===== src/rtl/sfr_pkg.sv =====
// sensor frame receiver package: frame constants, sequencer state type and
// the helper that picks the buffer positions of the two words to extract
// no dependencies
package sfr_pkg;

  localparam int unsigned FRAME_LEN  = 9;
  localparam int unsigned BYTE_W     = 8;
  localparam int unsigned WORD_W     = 16;
  localparam int unsigned FRAME_AW   = $clog2(FRAME_LEN);
  localparam int unsigned COUNT_W    = $clog2(FRAME_LEN + 1);
  localparam int unsigned WORD_BYTES = 4;
  localparam int unsigned WIDX_W     = $clog2(WORD_BYTES);

  localparam logic [BYTE_W-1:0]   HEADER_BYTE = 8'hFF;
  localparam logic [FRAME_AW-1:0] POS_HEADER  = FRAME_AW'(0);
  localparam logic [FRAME_AW-1:0] POS_CHECK   = FRAME_AW'(FRAME_LEN - 1);
  localparam logic [COUNT_W-1:0]  CNT_LAST    = COUNT_W'(FRAME_LEN - 1);

  typedef enum logic [1:0] {
    ST_IDLE,
    ST_HDR,
    ST_READ,
    ST_LOAD
  } sfr_state_t;

  // buffer position of the n-th value byte, big endian, by frame layout
  // question-answer: bytes 2,3 then 6,7; active upload: bytes 4,5 then 6,7
  function automatic logic [FRAME_AW-1:0] value_pos(input logic qa_mode,
                                                    input logic [WIDX_W-1:0] idx);
    logic [FRAME_AW-1:0] pos;
    begin
      pos = FRAME_AW'(4) + FRAME_AW'(idx);
      if (qa_mode && !idx[WIDX_W-1]) begin
        pos = FRAME_AW'(2) + FRAME_AW'(idx);
      end
      return pos;
    end
  endfunction

endpackage


===== src/rtl/sensor_frame_receiver.sv =====
// sensor_frame_receiver: serial byte stream to checked sensor readings.
// Each received byte transfer is stored in a 9-entry frame buffer ram
// (sfr_ram); a byte that does not complete a frame leaves the input ready for
// the next byte. The ninth byte starts a short sequence over the ram's single
// read port: read back the header byte, then, on a good header and checksum,
// read the four value bytes and load the result, after any wait for the
// previous result to be taken. The input is closed while this sequence runs.
// The checksum is summed on the fly as bytes 1 to 7 arrive. A frame with a
// bad header is resynchronised on the next 0xFF byte. The result register
// holds the three readings; the input stays open while a result waits, until
// a further frame has to load its result.
// depends on sfr_pkg and sfr_ram
module sensor_frame_receiver
  import sfr_pkg::*;
(
  input  logic              clk,
  input  logic              rst_n,
  // configuration
  input  logic              cfg_valid,
  output logic              cfg_ready,
  input  logic              cfg_data,
  // received bytes
  input  logic              in_valid,
  output logic              in_ready,
  input  logic [BYTE_W-1:0] in_rx_byte,
  // readings
  output logic              out_valid,
  input  logic              out_ready,
  output logic [WORD_W-1:0] out_concentration_ppb,
  output logic [WORD_W-1:0] out_concentration_ug,
  output logic [WORD_W-1:0] out_full_scale_max
);

  sfr_state_t state_r, state_nxt;

  logic                  qa_mode_r;
  logic [COUNT_W-1:0]    count_r, count_nxt;
  logic [BYTE_W-1:0]     sum_r, sum_nxt;
  logic                  chk_ok_r, chk_ok_nxt;
  logic [BYTE_W-1:0]     last_r, last_nxt;
  logic [WIDX_W-1:0]     idx_r, idx_nxt;
  logic [4*BYTE_W-1:0]   collect_r, collect_nxt;
  logic [WORD_W-1:0]     ppb_r, ppb_nxt;
  logic [WORD_W-1:0]     ug_r, ug_nxt;
  logic [WORD_W-1:0]     max_r, max_nxt;
  logic                  out_valid_r, out_valid_nxt;

  logic                  ram_wr_en;
  logic [FRAME_AW-1:0]   ram_wr_addr;
  logic [BYTE_W-1:0]     ram_wr_data;
  logic [FRAME_AW-1:0]   ram_rd_addr;
  logic [BYTE_W-1:0]     ram_rd_data;

  logic                  in_fire;
  logic [FRAME_AW-1:0]   wr_pos;
  logic [WORD_W-1:0]     word_a;
  logic [WORD_W-1:0]     word_b;

  // frame buffer
  sfr_ram #(
    .WIDTH (BYTE_W),
    .DEPTH (FRAME_LEN)
  ) u_frame_ram (
    .clk     (clk),
    .wr_en   (ram_wr_en),
    .wr_addr (ram_wr_addr),
    .wr_data (ram_wr_data),
    .rd_addr (ram_rd_addr),
    .rd_data (ram_rd_data)
  );

  // configuration register
  assign cfg_ready = 1'b1;

  always_ff @(posedge clk) begin
    if (!rst_n) begin
      qa_mode_r <= 1'b0;
    end else if (cfg_valid && cfg_ready) begin
      qa_mode_r <= cfg_data;
    end
  end

  assign in_ready = (state_r == ST_IDLE);
  assign in_fire  = in_valid && in_ready;
  assign wr_pos   = count_r[FRAME_AW-1:0];
  assign word_a   = collect_r[4*BYTE_W-1:2*BYTE_W];
  assign word_b   = collect_r[2*BYTE_W-1:0];

  // state and control registers
  always_ff @(posedge clk) begin
    if (!rst_n) begin
      state_r     <= ST_IDLE;
      count_r     <= '0;
      out_valid_r <= 1'b0;
      ppb_r       <= '0;
      ug_r        <= '0;
      max_r       <= '0;
    end else begin
      state_r     <= state_nxt;
      count_r     <= count_nxt;
      out_valid_r <= out_valid_nxt;
      ppb_r       <= ppb_nxt;
      ug_r        <= ug_nxt;
      max_r       <= max_nxt;
    end
  end

  // working registers
  always_ff @(posedge clk) begin
    sum_r     <= sum_nxt;
    chk_ok_r  <= chk_ok_nxt;
    last_r    <= last_nxt;
    idx_r     <= idx_nxt;
    collect_r <= collect_nxt;
  end

  // sequencer
  always_comb begin
    state_nxt     = state_r;
    count_nxt     = count_r;
    sum_nxt       = sum_r;
    chk_ok_nxt    = chk_ok_r;
    last_nxt      = last_r;
    idx_nxt       = idx_r;
    collect_nxt   = collect_r;
    ppb_nxt       = ppb_r;
    ug_nxt        = ug_r;
    max_nxt       = max_r;
    out_valid_nxt = out_valid_r && !out_ready;
    ram_wr_en     = 1'b0;
    ram_wr_addr   = wr_pos;
    ram_wr_data   = in_rx_byte;
    ram_rd_addr   = POS_HEADER;

    case (state_r)
      ST_IDLE: begin
        if (in_fire) begin
          ram_wr_en = 1'b1;
          if (wr_pos == POS_CHECK) begin
            // frame complete: test checksum now, read back the header
            chk_ok_nxt = (BYTE_W'(8'd0 - sum_r) == in_rx_byte);
            last_nxt   = in_rx_byte;
            state_nxt  = ST_HDR;
          end else begin
            count_nxt = count_r + COUNT_W'(1);
            if (wr_pos == POS_HEADER) begin
              sum_nxt = '0;
            end else begin
              sum_nxt = sum_r + in_rx_byte;
            end
          end
        end
      end

      ST_HDR: begin
        if (ram_rd_data == HEADER_BYTE) begin
          count_nxt = '0;
          if (chk_ok_r) begin
            ram_rd_addr = value_pos(qa_mode_r, '0);
            idx_nxt     = '0;
            state_nxt   = ST_READ;
          end else begin
            state_nxt = ST_IDLE;
          end
        end else if (last_r == HEADER_BYTE) begin
          // resynchronise: the last byte opens a new frame
          ram_wr_en   = 1'b1;
          ram_wr_addr = POS_HEADER;
          ram_wr_data = HEADER_BYTE;
          count_nxt   = COUNT_W'(1);
          sum_nxt     = '0;
          state_nxt   = ST_IDLE;
        end else begin
          count_nxt = CNT_LAST;
          state_nxt = ST_IDLE;
        end
      end

      ST_READ: begin
        // gather value bytes, most significant first
        collect_nxt = {collect_r[3*BYTE_W-1:0], ram_rd_data};
        if (idx_r == WIDX_W'(WORD_BYTES - 1)) begin
          state_nxt = ST_LOAD;
        end else begin
          ram_rd_addr = value_pos(qa_mode_r, idx_r + WIDX_W'(1));
          idx_nxt     = idx_r + WIDX_W'(1);
        end
      end

      ST_LOAD: begin
        // update held readings once the result register is free
        if (!out_valid_r || out_ready) begin
          if (qa_mode_r) begin
            ug_nxt  = word_a;
            ppb_nxt = word_b;
          end else begin
            ppb_nxt = word_a;
            max_nxt = word_b;
          end
          out_valid_nxt = 1'b1;
          state_nxt     = ST_IDLE;
        end
      end

      default: begin
        state_nxt = ST_IDLE;
      end
    endcase
  end

  // result port: held readings stay put while a result waits
  assign out_valid             = out_valid_r;
  assign out_concentration_ppb = ppb_r;
  assign out_concentration_ug  = ug_r;
  assign out_full_scale_max    = max_r;

endmodule


===== src/rtl/sfr_ram.sv =====
// generic single-clock ram, one write port and one read port, registered read
// no dependencies
module sfr_ram #(
  parameter int unsigned WIDTH = 8,
  parameter int unsigned DEPTH = 9,
  localparam int unsigned ADDR_W = $clog2(DEPTH)
) (
  input  logic              clk,
  input  logic              wr_en,
  input  logic [ADDR_W-1:0] wr_addr,
  input  logic [WIDTH-1:0]  wr_data,
  input  logic [ADDR_W-1:0] rd_addr,
  output logic [WIDTH-1:0]  rd_data
);

  logic [WIDTH-1:0] mem [DEPTH];

  // write port
  always_ff @(posedge clk) begin
    if (wr_en) begin
      mem[wr_addr] <= wr_data;
    end
  end

  // read port, old data on a same-address collision
  always_ff @(posedge clk) begin
    rd_data <= mem[rd_addr];
  end

endmodule


===== config.mk =====
export PLATFORM = sky130hd
export DESIGN_NAME = sensor_frame_receiver
export DESIGN_NICKNAME = d
export VERILOG_FILES = /design/src/rtl/sfr_pkg.sv /design/src/rtl/sensor_frame_receiver.sv /design/src/rtl/sfr_ram.sv
export SDC_FILE = /design/constraint.sdc
export NUM_CORES = 1
export LEC_CHECK = 0
export ABC_AREA = 1
export CAP_MARGIN = 20
export CORE_MARGIN = 1
export CORE_UTILIZATION = 50
export CTS_CLUSTER_SIZE = 30
export DETAILED_ROUTE_END_ITERATION = 16
export DONT_BUFFER_PORTS = 1
export GPL_TIMING_DRIVEN = 0
export PLACE_DENSITY_LB_ADDON = 0.05
export SETUP_SLACK_MARGIN = 0.15
export SYNTH_ARGS = -nofsm -noshare
export SYNTH_HDL_FRONTEND = slang
export SYNTH_SLANG_ARGS = --single-unit

===== constraint.sdc =====
create_clock -name clk -period 2.6 [get_ports clk]
set_input_delay 0.26 -clock clk [delete_from_list [all_inputs] [get_ports clk]]
set_output_delay 0.26 -clock clk [all_outputs]
set_load 0.01 [all_outputs]

==> flow_summary_export.csv <==
group,metric,value,unit
route,avgViaCountPerCell,5.43,
critical_path,path_max_fanout,9,
sta,finalSetupViolCount,0,
clocking,cts_tree,"yes",
critical_path,reg2reg_from,"last_r[7]",
cells_and_area,final_nets,822,
sta,slew_headroom,0.418,
clocking,insertion_delay,0.42,ns
route,num_vias,5375,
run_status,status,"finished clean",
sta,fin_crit,2.23,ns
sta,worst_pin_slew,0.869,ns
critical_path,cpPeakStageDelay,0.49,ns
run,drv_cap,0,
min_path,hold_class,"in -> reg",
route,routedWlPerCell,16.9,µm
clocking,cts-root-buf,"clkbuf_16",
logic_synthesis,syn-num-nets,790,
critical_path,start_kind,"register",
placed_design,hpwlAfterDp,11900,µm
critical_path,cp_num_buf_inv,1,
logic_synthesis,synth_area_per_cell,9.88,µm²
floorplanning,die_h,125,µm
min_path,worstHoldStart,"out_ready",
sta,finalClockSkew,0.00764,ns
floorplanning,die_w,125,µm
floorplanning,pin_count,65,
critical_path,worstPathArrival,2.29,ns
critical_path,crit_required,2.66,ns
sta,rsz0062_at_grt,"no",
floorplanning,start_util,0.515,
placed_design,post_dp_cell_area,0.00775,mm²
power_and_ir_drop,power.leakage,0.00337,µW
critical_path,cp-startpoint,"last_r[7]",
logic_synthesis,postSynthRegisterBits,179,
clocking,clockBufferDepth,2,
floorplanning,core,0.0146,mm²
global_route,grt_pass1_wl,26500,µm
route,postRouteAntennaNets,0,
critical_path,end_kind,"register",
placed_design,numPortBuffers,0,
critical_path,cpMostUsedCell,"nor2_1",
power_and_ir_drop,total_power,8060,µW
clocking,clkTransAtPathRegs,0.06,ns
logic_synthesis,ys_seq_area_frac,0.631,
sta,drv_slew,0,
cells_and_area,area_delta_synth_final,13.6,%
critical_path,critPathSlowestCell,"nor2_2",
clocking,htreeDepth,4,
critical_path,crit_family,"simple AND/OR/NAND/NOR gates",
route,drt_pre_antenna_iters,5,
route,drc,0,
logic_synthesis,yosysWarnings,0,
placed_design,globalplace.congestion,0.878,
power_and_ir_drop,power_density,945,mW/mm²
global_route,overflow,0,
power_and_ir_drop,ir_drop,0.522,mV
sta,finalHoldViolCount,0,
logic_synthesis,syn_inst,760,
critical_path,crit_chain,"nand4_1 -> nor2_1 -> nand3_2 -> inv_1 -> nor2_1 -> nor2_2",
cells_and_area,diodes,0,
global_route,grt_pass1_vias,5264,
sta,fmax,449,MHz
logic_synthesis,yosysTopAreaCell,"edfxtp_1",
global_route,grt_start_max_net_pins,38,
critical_path,path_class,"reg -> reg",
global_route,antenna_found_initial,0,
cells_and_area,drive_above_1_share,0.0919,
cells_and_area,final_area,0.00853,mm²
logic_synthesis,synth_top_area_share,0.460,
clocking,cts_num_sinks,179,
global_route,grt_use_total,0.223,
floorplanning,dieArea,0.0155,mm²
route,drt-initial-drc-count,308,
logic_synthesis,synth_area_leaders,"edfxtp_1, dfxtp_1, nand2_1",
floorplanning,rows,44,
sta,min_period_over_period,0.857,
logic_synthesis,synth_cell_type_count,35,
logic_synthesis,synthesis.area,0.00751,mm²
clocking,cts_buffers,17,
route,wl,16700,µm
==> cells in the final DEF (no fill, tap or decap), types with 2 or more instances in the layout <==
cell             n
dfxtp_1         64
o21a_1           2
clkbuf_8         4
inv_2            2
buf_6            4
ha_1            14
buf_2           10
a21oi_1         38
nand2_2          4
clkbuf_16       19
clkbuf_1        12
nand4_1         12
nor2_4           3
nand3_1         69
inv_6            3
nor3_1           5
inv_4            2
or2_2            6
edfxtp_1       115
xnor2_1          6
o21bai_1         2
nor2_2           6
a31oi_1         16
o21ai_1         10
dlygate4sd3_1   11
o21ai_0         30
nor2_1          50
inv_1           70
xor2_1           4
nand2_1        196
==> power by group <==
group | switching (µW) | internal [µW] | total [µW]
clock | 1070 | 1550 | 2620
sequential | 251 | 3470 | 3720
combinational | 1160 | 567 | 1730
==> flip-flops by register name, indices dropped and copies added (netlist names), named ones only <==
signal	flops
u_frame_ram.mem	64
collect_r	32
out_concentration_ppb	16
out_concentration_ug	16
out_full_scale_max	16
last_r	8
sum_r	8
u_frame_ram.rd_data	8
count_r	4
idx_r	2
chk_ok_r	1
out_valid	1
qa_mode_r	1
state_r	1
==> worst paths after layout <==
path / endpoint / slack (ns) / cells after the start
setup / recovery: u_frame_ram.mem[1][3] / 0.37 / 6
hold / removal: out_valid / 0.09 / 3
setup reg to reg: u_frame_ram.mem[1][3] / 0.37 / 6
hold reg to reg: collect_r[6] / 0.43 / 0
==> cell families (layout without fill, tap and decap cells) <==
| kind of cell | after synthesis | count (layout) | share of synthesized area |
|---|---|---|---|
| simple gates | 356 | 356 | 0.204 |
| flops | 179 | 179 | 0.631 |
| compound gates | 99 | 99 | 0.0705 |
| buf+inv | 99 | 144 | 0.0555 |
| fa+ha+maj | 16 | 16 | 0.0277 |
| xor+xnor | 10 | 10 | 0.0117 |
| other cells | 1 | 1 | 0.000499 |
==> cell usage after synthesis <==
master and number:
conb_1 1, clkbuf_1 11, clkinv_1 1, nand2_1 196, or2_2 6, nand2_4 1
nor2_4 1, buf_4 1, nor2_1 57, ha_1 15, a21oi_2 1, buf_6 4
inv_2 2, buf_1 1, xnor2_1 6, nor2_2 1, nand3_1 69, o21bai_1 2
edfxtp_1 115, fa_1 1, nor2_8 1, nand3_2 1, nand3b_1 1, nand2_2 4
buf_2 9, a31oi_1 16, o21ai_0 30, a21oi_1 38, xor2_1 4, inv_1 70
o21a_1 2, o21ai_1 10, dfxtp_1 64, nand4_1 12, nor3_1 6
==> metrics by stage <==
stage / util / hold slack, ns / worst slack, ns / TNS (ns) / std cells
global placement: 0.530 / 0.359 / -0.496 / -4.07 / 944
global route: 0.585 / 0.0964 / 0.168 / 0 / 989
floorplan: - / 0.354 / 0.176 / 0 / 760
finish: 0.585 / 0.0870 / 0.371 / 0 / 989
CTS: 0.582 / 0.0689 / 0.128 / 0 / 988
detailed placement: 0.531 / 0.359 / -0.0437 / -0.0701 / 945
==> worst reg2reg max path: cells and delay by family, from the launching register on <==
kind / cells / cell delay, ns
flip-flops: 1 / 0.33
AND/OR/NAND/NOR: 5 / 1.30
buffers and inverters: 1 / 0.25
==> metal layers <==
| metal | GRT usage | vias to the layer above | share of wire |
|---|---|---|---|
| met2 | 0.384 | 147 | 0.50 |
| met3 | 0.0511 | 32 | 0.049 |
| met1 | 0.264 | 2570 | 0.42 |
| met5 | 0 | - | 0 |
| li1 | - | 2626 | - |
| met4 | 0.106 | 0 | 0.026 |
==> layout make-up <==
cell class / instances / area, µm²
Buffer: 26 / 143
Clock buffer: 24 / 534
Clock inverter: 8 / 81.3
Fill cell: 1233 / 6060
Inverter: 73 / 274
Multi-Input combinational cell: 482 / 2400
Sequential cell: 179 / 4730
Tap cell: 184 / 230
Timing Repair Buffer: 13 / 130
==> what timing repair did <==
action / 4_1_cts / 5_1_grt
setup buffers: 0 / 1
gates resized for setup: 3 / 8
setup endpoints to repair: 24 / 70
endpoints found under the hold margin: 10 / 0
hold buffers: 11 / 0
cloned: 0 / 0
Note: power is estimated with default switching activity, not from simulation.
